===== config.mk =====
export PLATFORM = sky130hd
export DESIGN_NAME = lprr_oreg
export DESIGN_NICKNAME = d
export VERILOG_FILES = /design/src/rtl/assert_macros.svh /design/src/rtl/lprr_pkg.sv /design/src/rtl/lprr_oreg.sv
export SDC_FILE = /design/constraint.sdc
export NUM_CORES = 1
export LEC_CHECK = 0
export BUFFER_PORTS_ARGS = -buffer_cell sky130_fd_sc_hd__buf_2
export CAP_MARGIN = 0
export CORE_MARGIN = 5
export CORE_UTILIZATION = 38
export CTS_CLUSTER_SIZE = 8
export DETAILED_ROUTE_END_ITERATION = 10
export HOLD_SLACK_MARGIN = 0.15
export PLACE_DENSITY = 0.75
export SYNTH_ARGS = -nofsm -noshare
export SYNTH_HDL_FRONTEND = slang
export SYNTH_SLANG_ARGS = --single-unit

===== constraint.sdc =====
create_clock -name clk -period 0.8 [get_ports clk]
set_input_delay 0 -clock clk [delete_from_list [all_inputs] [get_ports clk]]
set_output_delay 0 -clock clk [all_outputs]
set_load 0.02 [all_outputs]

===== src/rtl/assert_macros.svh =====
// assertion helpers used by the rtl
`ifndef ASSERT_MACROS_SVH
`define ASSERT_MACROS_SVH

// same-cycle implication, disabled during reset
`define ASSERT_NOW(label, clk, rst, ante, cons, msg) \
  label: assert property (@(posedge clk) disable iff (rst) (ante) |-> (cons)) \
    else $error(msg);

// next-cycle implication, disabled during reset
`define ASSERT_NEXT(label, clk, rst, ante, cons, msg) \
  label: assert property (@(posedge clk) disable iff (rst) (ante) |=> (cons)) \
    else $error(msg);

`endif


===== src/rtl/lprr_pkg.sv =====
package lprr_pkg;

  localparam int BYTE_W = 8;
  localparam int CMD_W  = 3;
  localparam int LEN_W  = 10;
  localparam int CAP_W  = 7;
  localparam int FREE_W = 11;
  localparam int STAT_W = 2;

  // command codes
  localparam logic [CMD_W-1:0] CMD_PUSH_BEGIN = 3'd0;
  localparam logic [CMD_W-1:0] CMD_PUSH_DATA  = 3'd1;
  localparam logic [CMD_W-1:0] CMD_POP        = 3'd2;
  localparam logic [CMD_W-1:0] CMD_PEEK       = 3'd3;
  localparam logic [CMD_W-1:0] CMD_CLEAR      = 3'd4;

  // status codes
  localparam logic [STAT_W-1:0] ST_OK      = 2'd0;
  localparam logic [STAT_W-1:0] ST_FULL    = 2'd1;
  localparam logic [STAT_W-1:0] ST_EMPTY   = 2'd2;
  localparam logic [STAT_W-1:0] ST_NO_OPEN = 2'd3;

  typedef struct packed {
    logic [STAT_W-1:0] status;
    logic [BYTE_W-1:0] read_byte;
    logic              byte_valid;
    logic              last;
    logic [FREE_W-1:0] free_bytes;
    logic              is_empty;
  } result_t;

endpackage


===== src/rtl/lprr_oreg.sv =====
module lprr_oreg (
  input  logic              clk,
  input  logic              rst,
  input  logic              load,
  input  lprr_pkg::result_t din,
  output logic              ready,
  output logic              out_valid,
  input  logic              out_stall,
  output lprr_pkg::result_t dout
);

  import lprr_pkg::*;

  // slot can take a new result when empty or draining this cycle
  assign ready = !out_valid || !out_stall;

  always_ff @(posedge clk) begin
    if (rst) begin
      out_valid <= 1'b0;
    end else if (load) begin
      out_valid <= 1'b1;
    end else if (!out_stall) begin
      out_valid <= 1'b0;
    end
  end

  always_ff @(posedge clk) begin
    if (load) begin
      dout <= din;
    end
  end

endmodule


==> impl_metrics.xml, run 1 <==
<?xml version="1.0" encoding="UTF-8"?>
<metrics>
  <group name="run_status">
    <metric name="outcome" unit="">finished, violations left</metric>
    <metric name="failed_checks" unit="">setup timing</metric>
  </group>
  <group name="sta">
    <metric name="least_margin_pin_slew" unit="ns">0.135</metric>
    <metric name="tightest_hold_margin" unit="ns">0.110</metric>
    <metric name="clock-skew-final" unit="ns">0</metric>
    <metric name="final_hold_viol_count" unit="">0</metric>
    <metric name="layout_min_cycle_time" unit="ns">0.895</metric>
    <metric name="post-route-period-util" unit="%">112</metric>
    <metric name="report.final.setup_viol" unit="">26</metric>
    <metric name="fmax" unit="GHz">1.12</metric>
    <metric name="relSlewSlack" unit="%">91.0</metric>
    <metric name="drv_slew" unit="">0</metric>
    <metric name="postLayoutSetupSlackWorst" unit="ns">-0.0952</metric>
    <metric name="rsz0062_at_grt" unit="">true</metric>
  </group>
  <group name="pwr">
    <metric name="clock_power_share" unit="%">20.5</metric>
    <metric name="vdd_drop_max" unit="V">0.00160</metric>
    <metric name="sequentialPowerShare" unit="%">59.6</metric>
    <metric name="power.share.combinational" unit="%">20.0</metric>
    <metric name="total_power" unit="mW">2.68</metric>
    <metric name="switching_power" unit="mW">0.641</metric>
    <metric name="power.static_leakage" unit="nW">0.634</metric>
    <metric name="pwr_density_cell" unit="mW/mm^2">1780</metric>
    <metric name="power.switching_fraction" unit="%">24.0</metric>
    <metric name="intPower" unit="mW">2.04</metric>
  </group>
  <group name="worst_setup_path">
    <metric name="timing.critical_path.from_type" unit="">register</metric>
    <metric name="critical_path_buf_inv_count" unit="">1</metric>
    <metric name="critical_path.reg2reg.endpoint" unit="">out_valid$_SDFFE_PP0P_</metric>
    <metric name="path_cells" unit="">buf_6</metric>
    <metric name="regToRegSetupSlack" unit="ns">0.17</metric>
    <metric name="timing.reg2reg.worst_path_depth" unit="">2</metric>
    <metric name="worstSetupEndpointType" unit="">output port</metric>
    <metric name="setup.worst_path.class" unit="">reg2out</metric>
    <metric name="cp-startpoint" unit="">dout[17]$_DFFE_PP_</metric>
    <metric name="critical_path_peak_fanout" unit="">1</metric>
    <metric name="timing.critical_path.max_delay_family" unit="">flip-flops</metric>
    <metric name="cp_slowest_stage_delay" unit="ns">0.43</metric>
    <metric name="r2r-start" unit="">out_valid$_SDFFE_PP0P_</metric>
    <metric name="timing.critical_path.slowest_stage_cell" unit="">edfxtp_1</metric>
    <metric name="crit_arrival" unit="ns">0.90</metric>
    <metric name="crit_required" unit="ns">0.80</metric>
  </group>
  <group name="floorplan">
    <metric name="io_pins" unit="">54</metric>
    <metric name="die_area" unit="sq mm">0.00297</metric>
    <metric name="initial_core_util" unit="%">39.2</metric>
    <metric name="fp.dieW" unit="um">54.5</metric>
    <metric name="rows" unit="">16</metric>
    <metric name="fp.dieH" unit="um">54.5</metric>
    <metric name="core-area" unit="sq mm">0.00192</metric>
  </group>
  <group name="yosys">
    <metric name="post_synth_main_area_contributors" unit="">edfxtp_1 96%, dfxtp_1 2.7%, a21oi_1 0.66%</metric>
    <metric name="synth-edff-count" unit="">24</metric>
    <metric name="synth_simple_gate_area_share" unit="%">0.997</metric>
    <metric name="netlist-cell-type-count" unit="">5</metric>
    <metric name="synthTopCellsByCount" unit="">24 x edfxtp_1, 1 x a21oi_1, 1 x dfxtp_1, 1 x nand2_1, 1 x nor2_1</metric>
    <metric name="compound_cell_area_share_of_the_yosys_netlist" unit="%">0.664</metric>
    <metric name="synth_top_cell_area_share" unit="%">95.7</metric>
    <metric name="library_cell_occupying_the_most_area_in_the_post_synthesis_netlist" unit="">edfxtp_1</metric>
    <metric name="synthesis.instances" unit="">28</metric>
    <metric name="post_synthesis_cell_area" unit="sq um">753</metric>
    <metric name="ys_seq_area_share" unit="%">98.3</metric>
    <metric name="syn_avg_cell_area" unit="sq um">26.9</metric>
    <metric name="post-synth-top-count-cell" unit="">edfxtp_1</metric>
    <metric name="postSynthRegisterBits" unit="">25</metric>
    <metric name="async_sr_flop_fraction" unit="%">0</metric>
    <metric name="post_synth_mux_area_share" unit="%">0</metric>
    <metric name="synth_xor_xnor_area_share" unit="%">0</metric>
    <metric name="synth.net_count" unit="">56</metric>
    <metric name="yosys.area_share.adder" unit="%">0</metric>
    <metric name="synth_top_family_by_area" unit="">simple AND/OR/NAND/NOR gates</metric>
    <metric name="ys_warn_count" unit="">0</metric>
    <metric name="yosys_most_used_dff" unit="">edfxtp_1</metric>
  </group>
  <group name="detailed_routing">
    <metric name="detailedRoute.firstIterationViolations" unit="">8</metric>
    <metric name="vias_after_detailed_routing" unit="">567</metric>
    <metric name="route.antenna.remaining_nets" unit="">0</metric>
    <metric name="route.detailed.drc" unit="">0</metric>
    <metric name="vias_per_cell" unit="">4.08</metric>
    <metric name="sum_of_routed_wire_length_over_all_layers" unit="mm">2.02</metric>
    <metric name="drt_pre_antenna_iters" unit="">4</metric>
    <metric name="detail_route.wl_per_cell" unit="um">14.5</metric>
  </group>
  <group name="worst_hold_path">
    <metric name="hold_path_depth" unit="">2</metric>
    <metric name="hold_path.class" unit="">in2reg</metric>
    <metric name="worst_hold_path.endpoint" unit="">dout[5]$_DFFE_PP_</metric>
    <metric name="hold_start" unit="">load</metric>
  </group>
  <group name="placement">
    <metric name="finalWeightedCongestion" unit="">0.668</metric>
    <metric name="numPortBuffers" unit="">53</metric>
  </group>
  <group name="grt">
    <metric name="global_route.usage.total" unit="%">12.1</metric>
    <metric name="grt_antenna_before_repair" unit="">0</metric>
    <metric name="first_global_vias" unit="">526</metric>
    <metric name="grt_start_max_net_pins" unit="">26</metric>
    <metric name="grt_pass1_wl" unit="mm">2.46</metric>
    <metric name="grt-ovfl-total" unit="">0</metric>
  </group>
  <group name="final_layout">
    <metric name="synthToLayoutAreaGrowth" unit="%">99.2</metric>
    <metric name="layout_fillers" unit="">122</metric>
    <metric name="final_nets" unit="">141</metric>
    <metric name="drive_gt1_share" unit="%">53.6</metric>
    <metric name="antennaDiodeCount" unit="">0</metric>
  </group>
  <group name="clock_tree">
    <metric name="cts_buffers" unit="">3</metric>
    <metric name="ctsHtreeMaxLevel" unit="">1</metric>
    <metric name="cts.clk_slew.worst_paths" unit="ns">0.13</metric>
    <metric name="clock_tree.buffer_depth" unit="">2</metric>
    <metric name="postCtsHoldBufs" unit="">26</metric>
    <metric name="clock_sink_count" unit="">25</metric>
    <metric name="cell_at_the_root_of_the_clock_tree" unit="">clkbuf_4</metric>
    <metric name="clock_insertion_delay_worst_skew" unit="ns">0.30</metric>
    <metric name="cts_tree" unit="">built</metric>
    <metric name="postCtsSetupBuffers" unit="">0</metric>
  </group>
  <group name="job">
    <metric name="max_cap_violations" unit="">0</metric>
  </group>
</metrics>
==> layer usage <==
layer | track usage, % | share of wire, % | vias to the layer above
met5 | 0 | 0 | -
met4 | 6.22 | 1.4 | 0
met3 | 2.18 | 5.4 | 4
met2 | 20.9 | 57 | 27
met1 | 14.3 | 36 | 259
li1 | - | - | 277
==> repair_timing <==
item                                    CTS  global route
endpoints found under the setup margin   26            26
hold endpoints to repair                 49            24
gates resized for setup                  16            29
==> flip-flops by register name, indices dropped and copies added, names as in the netlist <==
register,flops
dout,24
out_valid,1
==> layout make-up <==
class	count	area (sq um)	share of cell area, %
clock inverters	1	7.51	0.500
well taps	27	33.8	2.25
multi-input cells	3	15.0	1.00
repair buffers	80	677	45.1
clock buffers	3	22.5	1.50
flip-flops and latches	25	744	49.6
==> power groups by stage <==
stage / combinational (mW) / sequential [mW] / clock (mW)
2_1_floorplan: 0.00686 / 1.74 / 0
3_5_place_dp: 0.339 / 1.60 / 0
3_3_place_gp: 0.334 / 1.59 / 0
6_report: 0.535 / 1.59 / 0.548
4_1_cts: 0.468 / 1.57 / 0.566
5_1_grt: 0.564 / 1.60 / 0.616
==> cell usage in the layout, fill, tap and decap left out, drive strengths merged <==
cell / Yosys / layout
buf: 0 / 54
dlygate4sd3: 0 / 26
edfxtp: 24 / 24
clkbuf: 0 / 3
nand2: 1 / 1
a21oi: 1 / 1
nor2: 1 / 1
clkinvlp: 0 / 1
dfxtp: 1 / 1
==> through the flow <==
stage / std cells / util, % / setup WS [ns] / setup TNS, ns / cell area (sq um)
3_3_place_gp: 109 / 55.8 / 0.220 / 0 / 1070
2_1_floorplan: 28 / - / 0.141 / 0 / 753
5_1_grt: 139 / 78.1 / -0.139 / -2.61 / 1500
3_5_place_dp: 109 / 55.8 / 0.203 / 0 / 1070
6_report: 139 / 78.1 / -0.0952 / -1.59 / 1500
4_1_cts: 139 / 73.4 / -0.0901 / -1.59 / 1410
==> how the worst max path moves through the flow <==
| stage | endpoint | slack [ns] | depth (start not counted) |
|---|---|---|---|
| CTS | dout[5] | -0.09 | 1 |
| finish | dout[17] | -0.1 | 1 |
| floorplan | out_valid$_SDFFE_PP0P_ | 0.14 | 2 |
| detailed placement | dout[10]$_DFFE_PP_ | 0.20 | 2 |
| global route | dout[17] | -0.14 | 1 |
| global placement | dout[9]$_DFFE_PP_ | 0.22 | 2 |
==> cells by family after synthesis <==
kind of cell and Yosys count:
AO/OA/AOI/OAI 1, flip-flops 25, AND/OR/NAND/NOR 2
No activity file was read; power rests on OpenSTA's default activity.
==> run 2: changes to the inputs <==
- PLACE_DENSITY: 0.75 -> 0.77
- SETUP_SLACK_MARGIN: unset -> 0.3
==> impl_metrics.xml, run 2 (synthesis results as in run 1) <==
<?xml version="1.0" encoding="UTF-8"?>
<metrics>
  <group name="sta">
    <metric name="least_margin_pin_slew" unit="ns">0.139</metric>
    <metric name="final_hold_viol_count" unit="">25</metric>
    <metric name="clock-skew-final" unit="ns">0</metric>
    <metric name="rsz0062_at_grt" unit="">true</metric>
    <metric name="postLayoutSetupSlackWorst" unit="ns">-0.102</metric>
    <metric name="fmax" unit="GHz">1.11</metric>
    <metric name="drv_slew" unit="">0</metric>
    <metric name="layout_min_cycle_time" unit="ns">0.902</metric>
    <metric name="post-route-period-util" unit="%">113</metric>
    <metric name="relSlewSlack" unit="%">90.7</metric>
    <metric name="report.final.setup_viol" unit="">26</metric>
    <metric name="tightest_hold_margin" unit="ns">-0.152</metric>
  </group>
  <group name="worst_setup_path">
    <metric name="crit_arrival" unit="ns">0.90</metric>
    <metric name="regToRegSetupSlack" unit="ns">0.07</metric>
    <metric name="worstSetupEndpointType" unit="">output port</metric>
    <metric name="cp-startpoint" unit="">dout[13]$_DFFE_PP_</metric>
    <metric name="critical_path_depth_in_cells" unit="">1</metric>
    <metric name="critical_path_peak_fanout" unit="">1</metric>
    <metric name="setup.worst_path.end" unit="">dout[13]</metric>
    <metric name="r2r-start" unit="">out_valid$_SDFFE_PP0P_</metric>
    <metric name="timing.critical_path.from_type" unit="">register</metric>
    <metric name="timing.reg2reg.worst_path_depth" unit="">3</metric>
    <metric name="path_cells" unit="">buf_6</metric>
    <metric name="timing.critical_path.slowest_stage_cell" unit="">edfxtp_1</metric>
    <metric name="cp_slowest_stage_delay" unit="ns">0.43</metric>
    <metric name="timing.critical_path.max_delay_family" unit="">flip-flops</metric>
    <metric name="setup.worst_path.class" unit="">reg2out</metric>
    <metric name="crit_required" unit="ns">0.80</metric>
    <metric name="critical_path.reg2reg.endpoint" unit="">out_valid$_SDFFE_PP0P_</metric>
    <metric name="critical_path_buf_inv_count" unit="">1</metric>
  </group>
  <group name="worst_hold_path">
    <metric name="hold_start" unit="">din[18]</metric>
    <metric name="hold_path_depth" unit="">1</metric>
    <metric name="hold_path.class" unit="">in2reg</metric>
  </group>
  <group name="floorplan">
    <metric name="fp.dieH" unit="um">54.5</metric>
    <metric name="initial_core_util" unit="%">39.2</metric>
    <metric name="core-area" unit="sq mm">0.00192</metric>
    <metric name="fp.dieW" unit="um">54.5</metric>
    <metric name="rows" unit="">16</metric>
    <metric name="io_pins" unit="">54</metric>
    <metric name="die_area" unit="sq mm">0.00297</metric>
  </group>
  <group name="final_layout">
    <metric name="largest_reg_flops" unit="">24</metric>
    <metric name="layout_fillers" unit="">133</metric>
    <metric name="final_nets" unit="">118</metric>
    <metric name="largest_register" unit="">dout</metric>
    <metric name="antennaDiodeCount" unit="">0</metric>
    <metric name="layout_commonest_cell" unit="">buf_2</metric>
    <metric name="drive_gt1_share" unit="%">70.8</metric>
    <metric name="largest_registers" unit="">dout x24, out_valid x1</metric>
    <metric name="layout.cells.most_common_list" unit="">31 x buf_2, 24 x edfxtp_1, 23 x buf_6</metric>
    <metric name="seq_area" unit="sq um">742</metric>
    <metric name="synthToLayoutAreaGrowth" unit="%">71.1</metric>
    <metric name="area_of_combinational_cells_with_multiple_inputs" unit="sq um">18.8</metric>
  </group>
  <group name="pwr">
    <metric name="vdd_drop_max" unit="V">0.00136</metric>
    <metric name="intPower" unit="mW">1.98</metric>
    <metric name="pwr_density_cell" unit="mW/mm^2">2020</metric>
    <metric name="sequentialPowerShare" unit="%">61.1</metric>
    <metric name="clock_power_share" unit="%">21.4</metric>
    <metric name="power.switching_fraction" unit="%">24.0</metric>
    <metric name="switching_power" unit="mW">0.626</metric>
    <metric name="total_power" unit="mW">2.60</metric>
    <metric name="power.static_leakage" unit="nW">0.547</metric>
    <metric name="power.share.combinational" unit="%">17.5</metric>
  </group>
  <group name="detailed_routing">
    <metric name="vias_per_cell" unit="">4.11</metric>
    <metric name="route.detailed.drc" unit="">0</metric>
    <metric name="detailedRoute.firstIterationViolations" unit="">10</metric>
    <metric name="drt_pre_antenna_iters" unit="">2</metric>
    <metric name="vias_after_detailed_routing" unit="">477</metric>
    <metric name="detail_route.wl_per_cell" unit="um">13.5</metric>
    <metric name="sum_of_routed_wire_length_over_all_layers" unit="mm">1.57</metric>
    <metric name="route.antenna.remaining_nets" unit="">0</metric>
  </group>
  <group name="grt">
    <metric name="grt_antenna_before_repair" unit="">0</metric>
    <metric name="grt_util_met3" unit="%">4.09</metric>
    <metric name="grt_pass1_wl" unit="mm">2.01</metric>
    <metric name="globalRoute.busiestLayer" unit="">met2</metric>
    <metric name="use_met1" unit="%">11.1</metric>
    <metric name="grt_start_max_net_pins" unit="">16</metric>
    <metric name="gr-usage-met2" unit="%">16.3</metric>
    <metric name="first_global_vias" unit="">457</metric>
    <metric name="global_route.usage.total" unit="%">9.96</metric>
    <metric name="grt-ovfl-total" unit="">0</metric>
  </group>
  <group name="clock_tree">
    <metric name="clock_sink_count" unit="">25</metric>
    <metric name="postCtsHoldBufs" unit="">1</metric>
    <metric name="cts.clk_slew.worst_paths" unit="ns">0.14</metric>
    <metric name="cts_tree" unit="">built</metric>
    <metric name="ctsHtreeMaxLevel" unit="">1</metric>
    <metric name="clock_tree.buffer_depth" unit="">2</metric>
    <metric name="cell_at_the_root_of_the_clock_tree" unit="">clkbuf_4</metric>
    <metric name="clock_insertion_delay_worst_skew" unit="ns">0.30</metric>
    <metric name="cts_buffers" unit="">3</metric>
  </group>
  <group name="placement">
    <metric name="post-place-ws" unit="ns">0.212</metric>
    <metric name="finalWeightedCongestion" unit="">0.658</metric>
    <metric name="numPortBuffers" unit="">53</metric>
  </group>
  <group name="run_status">
    <metric name="failed_checks" unit="">hold timing, setup timing</metric>
    <metric name="outcome" unit="">finished, violations left</metric>
  </group>
  <group name="job">
    <metric name="max_cap_violations" unit="">0</metric>
  </group>
</metrics>
[run 2: worst min path at each step]
stage,end,slack (ns)
final,dout[18]$_DFFE_PP_,-0.15
after CTS,dout[8]$_DFFE_PP_,-0.16
after detailed placement,out_valid$_SDFFE_PP0P_,0.16
after global placement,out_valid$_SDFFE_PP0P_,0.15
after global routing,dout[1]$_DFFE_PP_,-0.18
after floorplan,out_valid$_SDFFE_PP0P_,0.06
[run 2: layer usage]
metal	part of all wire, %	wire (um)
met2	54	840
met4	0	0
met3	12	194
met5	0	0
met1	34	535
[run 2: power by group through the flow]
stage	registers, mW	logic [mW]	clock network, mW
after floorplan	1.74	0.00768	0
after detailed placement	1.60	0.350	0
after CTS	1.57	0.380	0.564
final	1.59	0.456	0.556
after global placement	1.60	0.346	0
after global routing	1.60	0.482	0.629
[run 2: final cells by class]
cell class / instances / share of cell area (%)
Sequential cell: 25 / 57.6
Timing Repair Buffer: 57 / 36.0
Tap cell: 27 / 2.62
Clock buffer: 3 / 1.75
Multi-Input combinational cell: 3 / 1.46
Clock inverter: 1 / 0.583
[run 2: timing repair]
action	CTS	global route
pin swaps	0	2
hold endpoints to repair	49	49
buffers inserted	1	0
resized for setup	9	37
setup endpoints to repair	27	27
[run 2: stage by stage]
| stage | util, % | instance area, sq um | cells | TNS (ns) |
|---|---|---|---|---|
| 6_report | 67.1 | 1290 | 116 | -1.56 |
| 5_1_grt | 67.1 | 1290 | 116 | -2.74 |
| 4_1_cts | 61.0 | 1170 | 116 | -1.65 |
| 3_5_place_dp | 57.1 | 1100 | 110 | 0 |
| 3_3_place_gp | 57.1 | 1100 | 110 | 0 |
| 2_1_floorplan | - | 758 | 28 | 0 |
[run 2: worst register-to-register path: stages (launching register included)]
cell and delay, ns:
dfxtp_2 0.36, buf_6 0.12, a21oi_2 0.11, nor2_1 0.05
